`src/sha1sh_pkg.sv`:
```
package sha1sh_pkg;

  // Depth of the command queue between the front end and the hash core.
  localparam int QUEUE_DEPTH_DEF = 4;

  // SHA-1 initial chaining values.
  localparam logic [31:0] H0_INIT = 32'h6745_2301;
  localparam logic [31:0] H1_INIT = 32'hefcd_ab89;
  localparam logic [31:0] H2_INIT = 32'h98ba_dcfe;
  localparam logic [31:0] H3_INIT = 32'h1032_5476;
  localparam logic [31:0] H4_INIT = 32'hc3d2_e1f0;

  // Round constants, one per group of twenty rounds.
  localparam logic [31:0] K_GROUP0 = 32'h5a82_7999;
  localparam logic [31:0] K_GROUP1 = 32'h6ed9_eba1;
  localparam logic [31:0] K_GROUP2 = 32'h8f1b_bcdc;
  localparam logic [31:0] K_GROUP3 = 32'hca62_c1d6;

  localparam logic [7:0]  PAD_BYTE   = 8'h80;
  localparam logic [5:0]  LEN_POS    = 6'd56;
  localparam logic [5:0]  BLOCK_LAST = 6'd63;
  localparam logic [6:0]  ROUND_LAST = 7'd79;
  localparam logic [2:0]  LEN_LAST   = 3'd7;

  // Largest bit count that may still take one more byte.
  localparam logic [63:0] LEN_LIMIT = 64'hffff_ffff_ffff_fff0;

  typedef struct packed {
    logic [7:0] data_byte;
    logic       has_byte;
    logic       last;
  } item_t;

  typedef struct packed {
    logic [31:0] digest_word0;
    logic [31:0] digest_word1;
    logic [31:0] digest_word2;
    logic [31:0] digest_word3;
    logic [31:0] digest_word4;
    logic        too_large;
  } digest_t;

  typedef enum logic [1:0] {
    CMD_BYTE,
    CMD_BYTE_LAST,
    CMD_FINISH
  } cmd_kind_t;

  typedef struct packed {
    cmd_kind_t  kind;
    logic [7:0] data_byte;
  } cmd_t;

  typedef enum logic [2:0] {
    S_IDLE,
    S_PAD,
    S_LEN,
    S_ROUND,
    S_ADD,
    S_OUT
  } state_t;

  typedef enum logic [1:0] {
    PH_MSG,
    PH_PAD,
    PH_DONE
  } phase_t;

endpackage

```
`src/sha1sh_front.sv`:
```
module sha1sh_front #(
  parameter int DEPTH = sha1sh_pkg::QUEUE_DEPTH_DEF
) (
  input  logic              clk,
  input  logic              rst,
  input  logic              item_valid,
  output logic              item_ready,
  input  sha1sh_pkg::item_t item,
  output logic              cmd_valid,
  input  logic              cmd_ready,
  output sha1sh_pkg::cmd_t  cmd
);
  import sha1sh_pkg::*;

  localparam int PTR_W = (DEPTH > 1) ? $clog2(DEPTH) : 1;
  localparam int CNT_W = $clog2(DEPTH + 1);

  cmd_t             queue_mem [DEPTH];
  logic [PTR_W-1:0] wr_ptr;
  logic [PTR_W-1:0] rd_ptr;
  logic [CNT_W-1:0] count;

  cmd_t new_cmd;
  logic keep;
  logic push;
  logic pop;

  // Items that neither carry a byte nor end the message change nothing.
  always_comb begin
    keep             = item.has_byte | item.last;
    new_cmd.data_byte = item.data_byte;
    if (!item.last) begin
      new_cmd.kind = CMD_BYTE;
    end else if (item.has_byte) begin
      new_cmd.kind = CMD_BYTE_LAST;
    end else begin
      new_cmd.kind = CMD_FINISH;
    end
  end

  assign item_ready = (count != CNT_W'(DEPTH));
  assign push       = item_valid & item_ready & keep;
  assign cmd_valid  = (count != '0);
  assign pop        = cmd_valid & cmd_ready;
  assign cmd        = queue_mem[rd_ptr];

  always_ff @(posedge clk) begin
    if (push) begin
      queue_mem[wr_ptr] <= new_cmd;
    end
  end

  always_ff @(posedge clk) begin
    if (rst) begin
      wr_ptr <= '0;
      rd_ptr <= '0;
      count  <= '0;
    end else begin
      if (push) begin
        wr_ptr <= (wr_ptr == PTR_W'(DEPTH - 1)) ? '0 : wr_ptr + 1'b1;
      end
      if (pop) begin
        rd_ptr <= (rd_ptr == PTR_W'(DEPTH - 1)) ? '0 : rd_ptr + 1'b1;
      end
      if (push && !pop) begin
        count <= count + 1'b1;
      end else if (pop && !push) begin
        count <= count - 1'b1;
      end
    end
  end

endmodule

```
`src/sha1sh_core.sv`:
```
module sha1sh_core (
  input  logic                clk,
  input  logic                rst,
  input  logic                cmd_valid,
  output logic                cmd_ready,
  input  sha1sh_pkg::cmd_t    cmd,
  output logic                digest_valid,
  input  logic                digest_ready,
  output sha1sh_pkg::digest_t digest
);
  import sha1sh_pkg::*;

  state_t st;
  state_t st_next;
  phase_t phase;

  logic [31:0] chain [5];
  logic [31:0] vars  [5];
  logic [31:0] win   [16];
  logic [23:0] word_acc;
  logic [5:0]  fill_count;
  logic [63:0] bit_length;
  logic [6:0]  round_index;
  logic        overflow_flag;
  logic        pad_first;
  logic [2:0]  len_idx;

  // Strobes from the output decode.
  logic       push;
  logic [7:0] push_byte;
  logic       count_byte;
  logic       set_flag;
  logic       start_last;
  logic       clr_pad_first;
  logic       len_push;
  logic       round_en;
  logic       add_en;
  logic       emit;

  logic        wrap;
  logic        len_full;
  logic        cmd_has_byte;
  logic        cmd_is_last;
  logic [7:0]  len_byte;
  logic [31:0] f_val;
  logic [31:0] k_val;
  logic [31:0] t_val;
  logic [31:0] w_new;

  assign wrap         = (fill_count == BLOCK_LAST);
  assign len_full     = (bit_length > LEN_LIMIT);
  assign cmd_has_byte = (cmd.kind != CMD_FINISH);
  assign cmd_is_last  = (cmd.kind != CMD_BYTE);
  assign len_byte     = bit_length[{~len_idx, 3'b000} +: 8];

  // One SHA-1 round on the working variables.
  always_comb begin
    priority if (round_index < 7'd20) begin
      f_val = (vars[1] & vars[2]) | (~vars[1] & vars[3]);
      k_val = K_GROUP0;
    end else if (round_index < 7'd40) begin
      f_val = vars[1] ^ vars[2] ^ vars[3];
      k_val = K_GROUP1;
    end else if (round_index < 7'd60) begin
      f_val = (vars[1] & vars[2]) | (vars[1] & vars[3]) | (vars[2] & vars[3]);
      k_val = K_GROUP2;
    end else begin
      f_val = vars[1] ^ vars[2] ^ vars[3];
      k_val = K_GROUP3;
    end
    t_val = {vars[0][26:0], vars[0][31:27]} + f_val + vars[4] + k_val + win[0];
    w_new = win[13] ^ win[8] ^ win[2] ^ win[0];
    w_new = {w_new[30:0], w_new[31]};
  end

  // Output decode.
  always_comb begin
    cmd_ready     = 1'b0;
    push          = 1'b0;
    push_byte     = 8'h00;
    count_byte    = 1'b0;
    set_flag      = 1'b0;
    start_last    = 1'b0;
    clr_pad_first = 1'b0;
    len_push      = 1'b0;
    round_en      = 1'b0;
    add_en        = 1'b0;
    emit          = 1'b0;
    unique case (st)
      S_IDLE: begin
        cmd_ready = 1'b1;
        if (cmd_valid) begin
          if (cmd_has_byte) begin
            if (len_full) begin
              set_flag = 1'b1;
            end else begin
              push       = 1'b1;
              push_byte  = cmd.data_byte;
              count_byte = 1'b1;
            end
          end
          start_last = cmd_is_last;
        end
      end
      S_PAD: begin
        if (pad_first) begin
          push          = 1'b1;
          push_byte     = PAD_BYTE;
          clr_pad_first = 1'b1;
        end else if (fill_count != LEN_POS) begin
          push = 1'b1;
        end
      end
      S_LEN: begin
        push      = 1'b1;
        push_byte = len_byte;
        len_push  = 1'b1;
      end
      S_ROUND: round_en = 1'b1;
      S_ADD:   add_en   = 1'b1;
      S_OUT:   emit     = !digest_valid || digest_ready;
      default: ;
    endcase
  end

  // Next state.
  always_comb begin
    st_next = st;
    unique case (st)
      S_IDLE: begin
        if (cmd_valid) begin
          if (push && wrap) begin
            st_next = S_ROUND;
          end else if (cmd_is_last) begin
            st_next = S_PAD;
          end
        end
      end
      S_PAD: begin
        if (push && wrap) begin
          st_next = S_ROUND;
        end else if (!pad_first && fill_count == LEN_POS) begin
          st_next = S_LEN;
        end
      end
      S_LEN: begin
        if (wrap) begin
          st_next = S_ROUND;
        end
      end
      S_ROUND: begin
        if (round_index == ROUND_LAST) begin
          st_next = S_ADD;
        end
      end
      S_ADD: begin
        unique case (phase)
          PH_MSG:  st_next = S_IDLE;
          PH_PAD:  st_next = S_PAD;
          PH_DONE: st_next = S_OUT;
          default: st_next = S_IDLE;
        endcase
      end
      S_OUT: begin
        if (emit) begin
          st_next = S_IDLE;
        end
      end
      default: st_next = S_IDLE;
    endcase
  end

  // Control state and chaining words.
  always_ff @(posedge clk) begin
    if (rst) begin
      st            <= S_IDLE;
      phase         <= PH_MSG;
      chain[0]      <= H0_INIT;
      chain[1]      <= H1_INIT;
      chain[2]      <= H2_INIT;
      chain[3]      <= H3_INIT;
      chain[4]      <= H4_INIT;
      fill_count    <= '0;
      bit_length    <= '0;
      round_index   <= '0;
      overflow_flag <= 1'b0;
      pad_first     <= 1'b0;
      len_idx       <= '0;
      digest_valid  <= 1'b0;
    end else begin
      st <= st_next;
      if (push) begin
        fill_count <= fill_count + 6'd1;
      end
      if (count_byte) begin
        bit_length <= bit_length + 64'd8;
      end
      if (set_flag) begin
        overflow_flag <= 1'b1;
      end
      if (start_last) begin
        pad_first <= 1'b1;
        phase     <= PH_PAD;
      end
      if (clr_pad_first) begin
        pad_first <= 1'b0;
      end
      if (len_push) begin
        len_idx <= len_idx + 3'd1;
        if (len_idx == LEN_LAST) begin
          phase <= PH_DONE;
        end
      end
      if (round_en) begin
        round_index <= (round_index == ROUND_LAST) ? 7'd0 : round_index + 7'd1;
      end
      if (add_en) begin
        for (int i = 0; i < 5; i++) begin
          chain[i] <= chain[i] + vars[i];
        end
      end
      if (emit) begin
        digest_valid  <= 1'b1;
        chain[0]      <= H0_INIT;
        chain[1]      <= H1_INIT;
        chain[2]      <= H2_INIT;
        chain[3]      <= H3_INIT;
        chain[4]      <= H4_INIT;
        bit_length    <= '0;
        overflow_flag <= 1'b0;
        phase         <= PH_MSG;
        len_idx       <= '0;
      end else if (digest_ready) begin
        digest_valid <= 1'b0;
      end
    end
  end

  // Byte packing, message schedule and working variables.
  always_ff @(posedge clk) begin
    if (push) begin
      if (fill_count[1:0] == 2'b11) begin
        for (int i = 0; i < 15; i++) begin
          win[i] <= win[i+1];
        end
        win[15] <= {word_acc, push_byte};
      end else begin
        word_acc <= {word_acc[15:0], push_byte};
      end
      if (wrap) begin
        for (int i = 0; i < 5; i++) begin
          vars[i] <= chain[i];
        end
      end
    end
    if (round_en) begin
      for (int i = 0; i < 15; i++) begin
        win[i] <= win[i+1];
      end
      win[15] <= w_new;
      vars[4] <= vars[3];
      vars[3] <= vars[2];
      vars[2] <= {vars[1][1:0], vars[1][31:2]};
      vars[1] <= vars[0];
      vars[0] <= t_val;
    end
  end

  always_ff @(posedge clk) begin
    if (emit) begin
      digest.digest_word0 <= chain[0];
      digest.digest_word1 <= chain[1];
      digest.digest_word2 <= chain[2];
      digest.digest_word3 <= chain[3];
      digest.digest_word4 <= chain[4];
      digest.too_large    <= overflow_flag;
    end
  end

  // A compression only starts when the block has just filled.
  a_round_on_full_block: assert property (@(posedge clk) disable iff (rst)
    (st == S_ROUND || st == S_ADD) |-> (fill_count == '0))
    else $error("compression running on a partly filled block");

  a_round_index_idle: assert property (@(posedge clk) disable iff (rst)
    (st != S_ROUND) |-> (round_index == '0))
    else $error("round counter not cleared outside compression");

  a_len_slot: assert property (@(posedge clk) disable iff (rst)
    (st == S_LEN) |-> (fill_count[5:3] == 3'b111 && fill_count[2:0] == len_idx))
    else $error("length bytes out of place");

  a_add_after_last_round: assert property (@(posedge clk) disable iff (rst)
    (st == S_ROUND && round_index == ROUND_LAST) |=> (st == S_ADD))
    else $error("missing feed-forward after the last round");

endmodule

```
`src/sha1_stream_hasher.sv`:
```
// A byte request is packed as it leaves the queue; a full block then runs the 80
// rounds and a feed-forward step in the hash core, which takes no request meanwhile.
// A last request adds the pad mark and zeros up to offset 56, a check, eight length
// bytes and a compression, with one more when padding spills into a second block,
// then loads the digest register once the previous digest has been taken.
// Reset (rst, synchronous, active high) empties the queue and restores the IVs at once.
module sha1_stream_hasher #(
  parameter int QUEUE_DEPTH = sha1sh_pkg::QUEUE_DEPTH_DEF
) (
  input  logic                clk,
  input  logic                rst,
  input  logic                item_valid,
  output logic                item_ready,
  input  sha1sh_pkg::item_t   item,
  output logic                digest_valid,
  input  logic                digest_ready,
  output sha1sh_pkg::digest_t digest
);
  import sha1sh_pkg::*;

  // The front end turns each request into a command: a byte, a byte that ends the
  // message, or a bare finish. Requests with neither a byte nor the last mark are
  // accepted and discarded there, since they change no state.
  cmd_t cmd;
  logic cmd_valid;
  logic cmd_ready;

  sha1sh_front #(
    .DEPTH(QUEUE_DEPTH)
  ) u_front (
    .clk       (clk),
    .rst       (rst),
    .item_valid(item_valid),
    .item_ready(item_ready),
    .item      (item),
    .cmd_valid (cmd_valid),
    .cmd_ready (cmd_ready),
    .cmd       (cmd)
  );

  // The hash core packs bytes into the schedule window, runs one round per cycle,
  // generates the padding and length bytes itself, and holds the finished digest in
  // an output register so the next message can start while it waits to be taken.
  sha1sh_core u_core (
    .clk         (clk),
    .rst         (rst),
    .cmd_valid   (cmd_valid),
    .cmd_ready   (cmd_ready),
    .cmd         (cmd),
    .digest_valid(digest_valid),
    .digest_ready(digest_ready),
    .digest      (digest)
  );

endmodule

```
`config.mk`:
```
export PLATFORM = sky130hd
export DESIGN_NAME = sha1_stream_hasher
export DESIGN_NICKNAME = d
export VERILOG_FILES = /design/src/sha1sh_pkg.sv /design/src/sha1sh_front.sv /design/src/sha1sh_core.sv /design/src/sha1_stream_hasher.sv
export SDC_FILE = /design/constraint.sdc
export NUM_CORES = 2
export LEC_CHECK = 0
export BUFFER_PORTS_ARGS = -buffer_cell sky130_fd_sc_hd__clkbuf_2
export CAP_MARGIN = 25
export CELL_PAD_IN_SITES_DETAIL_PLACEMENT = 1
export CELL_PAD_IN_SITES_GLOBAL_PLACEMENT = 1
export CORE_MARGIN = 2
export CORE_UTILIZATION = 30
export CTS_CLUSTER_SIZE = 14
export DETAILED_ROUTE_END_ITERATION = 12
export GPL_TIMING_DRIVEN = 0
export PLACE_DENSITY_LB_ADDON = 0.1
export SETUP_SLACK_MARGIN = 0.2
export SYNTH_ARGS = -nofsm -noshare
export SYNTH_HDL_FRONTEND = slang
export SYNTH_SLANG_ARGS = --single-unit
```
`constraint.sdc`:
```
create_clock -name clk -period 32.7 [get_ports clk]
set_input_delay 3.27 -clock clk [delete_from_list [all_inputs] [get_ports clk]]
set_output_delay 3.27 -clock clk [all_outputs]
set_load 0.05 [all_outputs]
```
# Yosys cells after proc, flatten, opt, wreduce, memory -nomap -nowiden

Memories as Yosys holds them, arrays and structs flattened. A register that Yosys moved wholly into a read port is not among the register bits.
Index checks and enable logic that the tools add are counted.

Bits of input ports: 14
Memories: 4
Flip-flop bits (word level): 280
RAM bits: 872

Add/subtract/negate cells: 17
Shift operators: 1
Eq/ne operators: 23
Order comparisons: 4
Bitwise operators: 50
Muxes and demuxes: 104
Reduce and logical (&&, ||, !) cells: 18

Memories:

| memory            | words | width | rd ports | clocked after memory_dff | write ports | line               | text |
|---|---|---|---|---|---|---|---|
| u_core.win        | 16    | 32    | 16       | 0                        | 16          | sha1sh_core.sv:19  | `logic [31:0] win [16];` |
| u_core.chain      | 5     | 32    | 5        | 0                        | 5           | sha1sh_core.sv:17  | `logic [31:0] chain [5];` |
| u_core.vars       | 5     | 32    | 5        | 0                        | 5           | sha1sh_core.sv:18  | `logic [31:0] vars [5];` |
| u_front.queue_mem | 4     | 10    | 1        | 1                        | 1           | sha1sh_front.sv:18 | `cmd_t queue_mem [DEPTH];` |

Operators with widths:

| kind                  | number |
|---|---|
| $mux 32               | 36 |
| $add 32x32->32        | 9 |
| $xor 32x32->32        | 5 |
| $and 32x32->32        | 4 |
| $or 32x32->32         | 3 |
| $add 64x4->64 const B | 1 |
| $gt 64x64->1 const B  | 1 |
| $shiftx 64x7->8       | 1 |
| $mux 1                | 39 |
| $mux 8                | 4 |
| $not 32->32           | 1 |
| $or 1x1->1            | 32 |
| $mux 31               | 1 |
| $mux 3                | 10 |
| $pmux 8 s3            | 1 |
| $mux 2                | 9 |
| $pmux 3 s6            | 1 |
| $lt 7x6->1 const B    | 2 |
| $eq 6x6->1 const B    | 2 |
| $eq 3x3->1 const B    | 3 |
| $eq 2x2->1 const B    | 4 |
| $add 7x1->7 const B   | 1 |
| $eq 7x7->1 const B    | 1 |
| $lt 7x5->1 const B    | 1 |
| other kinds (27)      | 45 |

# Longest topological paths before layout

An unclocked memory read counts as a cell.

Depth after elaboration: 12
Mapped depth: 27

# Cells and area by module

Synthesis repeated with hierarchy kept, for this count alone.

Cells, all modules: 4096
Area total of the unflattened synthesis: 53680.2 µm²

By module, submodules not included:

| module       | area each (µm²) | sequential area each (µm²) | times used | cells each |
|---|---|---|---|---|
| sha1sh_core  | 51735.9         | 32240.9                    | 1          | 3992 |
| sha1sh_front | 1944.4          | 1381.3                     | 1          | 104 |

# Worst setup path before layout

OpenSTA, ideal clock, no wires.

Path kind: reg-to-reg
From: reg u_core.bit_length[47]
To: mem u_core.win[0][0] (enable)
Data arrival time: 10908 ps
Path slack: 18140 ps
Stages on the path, launching flop included: 13
Buffers on the path: 4
Data required time: 29049 ps
Cells stage by stage: dfxtp_1 > and4_1 > nand4_1 > or4_4 > or3_4 > o21a_1 > buf_6 > or2_1 > buf_6 > nand2_4 > buf_6 > buf_6 > nand2_1

RTL lines:

| item                   | line               | text |
|---|---|---|
| start, declared        | sha1sh_core.sv:22  | `logic [63:0] bit_length;` |
| start signal, assigned | sha1sh_core.sv:196 | `bit_length <= bit_length + 64'd8;` |
| end, declared          | sha1sh_core.sv:19  |  |

==> results.md <==
- The clock tree synthesis step divided the H-tree into 4 levels.
- Among all cell types in the netlist, the one instantiated most often is edfxtp_1.
- Cells with a size suffix above 1 make up 10.93% of the layout.
- Combinational cells account for 17.1% of the total power.
- 177 I/O pins were placed.
- The share of the yosys chip area belonging to registers is 62.53%.
- Sorting the synthesized cells by area gives the leading types as edfxtp_1 (59%), ha_1 (5.4%), fa_1 (4.7%), nand2_1 (4.2%), dfxtp_1 (3.5%).
- The data arrival time at the worst-slack endpoint is 9780 ps.
- For this design the ratio of total power to cell area is 66.32 nW/µm².
- The clock period minus final worst setup slack is 9290 ps.
- The transition time at the pin with the least slew margin is 1006 ps.
- The critical path data required time is 33190 ps.
- The worst setup path is of the flop to flop kind.
- In the synthesized netlist the dominant register cell turns out to be edfxtp_1.
- The residual DRC count is 0.
- The number of buffers on the longest clock path is 3.
- Across all setup checks in the final design, the least slack found is 23410 ps.
- The final layout net count is 4887.
- In this run the mean area of a mapped cell was 12.92 µm².
- The share of total power dissipated in sequential elements is 44.3%.
- The count of cells along the worst register-to-register path is 25.
- The final total negative setup slack is 0 ps.
- The wire length after detailed routing is 162300 µm.
- The global routing usage summed across all routing layers is 17.87%.
- The number of clock sinks seen by CTS is 1151.
- Across all hold checks on the routed design, the worst slack comes to 399.0 ps.
- The floorplan step set the die width to 427.4 µm.
- After legalization and detailed placement, the total HPWL measured 123300 µm.
- For this run, the top clock speed supported by timing is 0.1076 GHz.
- In this run the power spent charging and discharging nets is 1204 µW.
- The placeable core region is 178200 µm².
- The maximum fanout count along the critical path is 10.
- The worst hold path cell count is 0.
- After global routing the overflow that remains totals 0.
- The critical-path cell with the highest stage delay is clkbuf_1.
- The number of clock buffers added by TritonCTS is 140.
- The y dimension of the die is 427.4 µm.
- In this run the critical register-to-register path is launched from u_core.round_index[4]$_SDFFE_PP0P_.
- The share of Yosys cell area claimed by the top area cell type is 59.03%.
- The final number of hold-violating endpoints is 0.
- The pre-antenna-repair detailed-routing pass consisted of 5 iterations.
- The number of rows created at floorplan is 155.
- In this design, the stage delay of the slowest critical-path cell is 760 ps.
- The endpoint class of the critical path is a flop.
- The async set-or-reset flop fraction in the synthesized netlist is 0%.
- The end of the worst register-to-register path is u_core.vars[0][31]$_DFFE_PP_.
- The signed area change from the synthesized netlist to the final layout is 17.55%.
- The number of endpoints failing setup at the final stage is 0.
- Synthesis produced a netlist whose cell count is 4163.
- Summed over all cells, the static leakage comes to 0.02267 µW.
- Clock-pin slew was measured on the worst setup and hold paths at 60 ps.
- In the synthesized netlist, the cells that appear most often are edfxtp_1 (1057), nand2_1 (598), nor2_1 (317).
- The filler cells instantiated in the layout total 18813.
- The critical path launch point is u_core.round_index[4]$_SDFFE_PP0P_.
- The total number of yosys warnings is 0.
- After the first detailed-routing iteration, the DRC count stood at 1738.
- The finished cells cover 63210 µm².
- The cell accounting for the most synthesized area is edfxtp_1.
- In the finished design, the share of the clock period the worst path needs comes to 28.41%.
- Net switching is 28.73% of the power.
- Once the floorplan was initialized, standard cells occupied 30.17% of the core.
- The worst-case IR drop observed on VDD is 0.05333 mV.
- The register bit total from synthesis is 1151.
- The via count of the first global-routing pass is 34858.
- In this run the remaining antenna-violating nets after routing total 0.
- The path type of the worst min-delay path is flop to flop.
- For the final database, setup skew stands at 70.14 ps.
- The count of pins over their slew limit is 0.
- The instance area after placement is 58350 µm².
- The hold buffer count at CTS is 0.
- The tree is rooted in a clkbuf_16.
- Setup repair after global routing left no endpoint under its margin.
- TritonCTS built the clock tree.
- The wire length of the first global-routing pass is 237300 µm.
- The later pin in the worst-skew pair is clocked with a latency of 820 ps.
- The per-cell via count in the routed design is 4.737.
- The net count of the mapped netlist is 4536.
- The number of setup buffers added after CTS is 0.
- The worst setup slack for register-to-register paths is 23410 ps.
- The post-cts resize count is 0.
- Max-cap violations in this run came to 0.
- The flow ran to the end, and the final reports show no timing, DRC or antenna violations.
- After detailed routing, the average wire length per cell comes to 23.23 µm.
- In this design, the critical path's most frequently occurring cell is inv_1.
- The element type at the critical path start is a flop.
- The die covers 182600 µm².
- The initial antenna violation count is 4.
- Counting both buffers and inverters, the worst setup path holds a total of 6.
- The number of flops mapped to enable cells by yosys is 1057.
- After synthesis the cells add up to 53770 µm².
- The final estimated routing congestion in global placement is 0.8932.
- After synthesis, the netlist uses 81 different library cells.
- The cell family contributing the most delay on the critical path is compound AO/OA/AOI/OAI gates.
- The clock network accounts for 38.6% of the total power.
- During placement, the flow inserted port buffers numbering 176.
- Prior to clock tree synthesis, the placed netlist has a worst setup slack of 23130 ps.
- Once layout is complete, the utilization of the core stands at 35.47%.
- The largest net degree at the start of global routing is 73.
- The startpoint of the lowest-slack hold path is u_core.win[0][468]$_DFFE_PP_.
- The routed layout has 33094 vias.
- The hold path endpoint is u_core.win[0][436]$_DFFE_PP_.
- The worst pin sits at a relative slew slack of 32.34%.
- The internal cell power is 2988 µW.
-- registers in the layout, summed over array words and instances (netlist names), 2 cells and up, named ones only --
signal,cells
u_core.bit_length,61
u_core.chain,160
u_core.digest,161
u_core.fill_count,6
u_core.len_idx,3
u_core.phase,2
u_core.round_index,7
u_core.st,3
u_core.vars,160
u_core.win,512
u_core.word_acc,24
u_front.count,3
u_front.queue_mem,40
u_front.rd_ptr,2
u_front.wr_ptr,2
-- worst max-delay path by stage --
stage | endpoint | slack, ps | cells after the start
finish | u_core.vars[0][31]$_DFFE_PP_ | 23410 | 25
CTS | u_core.vars[0][31]$_DFFE_PP_ | 23050 | 25
floorplan | u_core.win[0][0]$_DFFE_PP_ | 18140 | 12
global placement | u_core.win[0][103]$_DFFE_PP_ | 10670 | 6
detailed placement | u_core.vars[0][31]$_DFFE_PP_ | 23130 | 25
global route | u_core.vars[0][31]$_DFFE_PP_ | 22870 | 25
-- cells by family after synthesis --
group	share of synthesized area (%)
DFF	62.53
muxes	1.338
and+or+nand+nor	10.47
buffers and inverters	2.522
AOI/OAI and AO/OA	8.160
adders and majority gates	10.10
xor gates and xnor gates	4.886
-- cell usage in the layout (no fill, tap or decap), drive strengths merged, types with 8 or more instances in the layout --
| master | Yosys | routed |
|---|---|---|
| o211ai | 21 | 21 |
| o21ai | 184 | 184 |
| nor4 | 8 | 8 |
| bufinv | 0 | 15 |
| or3 | 26 | 26 |
| nor3 | 56 | 56 |
| nand2b | 38 | 38 |
| mux4 | 23 | 23 |
| a311oi | 8 | 8 |
| mux2i | 19 | 19 |
| and4 | 9 | 9 |
| fa | 125 | 125 |
| clkinvlp | 0 | 11 |
| o32ai | 22 | 22 |
| clkbuf | 89 | 440 |
| a21oi | 196 | 196 |
| nand3 | 50 | 50 |
| nor2 | 317 | 317 |
| nor2b | 52 | 52 |
| o22ai | 10 | 10 |
| and2 | 27 | 27 |
| o21a | 36 | 36 |
| o21bai | 17 | 17 |
| clkinv | 2 | 56 |
| dfxtp | 94 | 94 |
| a211oi | 26 | 26 |
| xor2 | 97 | 97 |
| or2 | 16 | 16 |
| nand2 | 600 | 600 |
| inv | 235 | 238 |
| buf | 21 | 54 |
| edfxtp | 1057 | 1057 |
| xnor2 | 203 | 203 |
| nand4 | 31 | 31 |
| ha | 234 | 234 |
| a21boi | 13 | 13 |
| and3 | 27 | 27 |
| a21o | 78 | 78 |
| a31oi | 22 | 22 |
-- stage by stage --
step | instances | power [µW]
final | 6987 | 4192
after global routing | 6985 | 4407
after CTS | 6985 | 4270
after detailed placement | 6727 | 2618
after global placement | 6694 | 2691
after floorplan | 4163 | 2419
-- final cells by class --
cell class | count | area (µm²) | area share (%)
sequential | 1151 | 33620 | 53.19
multi-input combinational | 2665 | 18830 | 29.78
clock buffer | 175 | 3715 | 5.877
tap | 2355 | 2947 | 4.662
timing repair buffer | 209 | 1594 | 2.522
clock inverter | 83 | 1137 | 1.799
inverter | 237 | 889.6 | 1.407
buffer | 110 | 474.2 | 0.7502
antenna | 2 | 5.005 | 0.007918
-- layer usage --
metal	GRT usage [%]	part of all wire (%)
met1	22.60	44
met2	31.55	51
met3	2.356	2.4
met4	5.522	2.7
met5	0	0
-- power by group through the flow --
stage	combinational (µW)	sequential (µW)	clock [µW]
global route	809	1870	1730
CTS	735	1860	1670
global placement	699	1990	0
finish	718	1860	1620
floorplan	499	1920	0
detailed placement	729	1890	0
No activity file was read; power rests on OpenSTA's default activity.
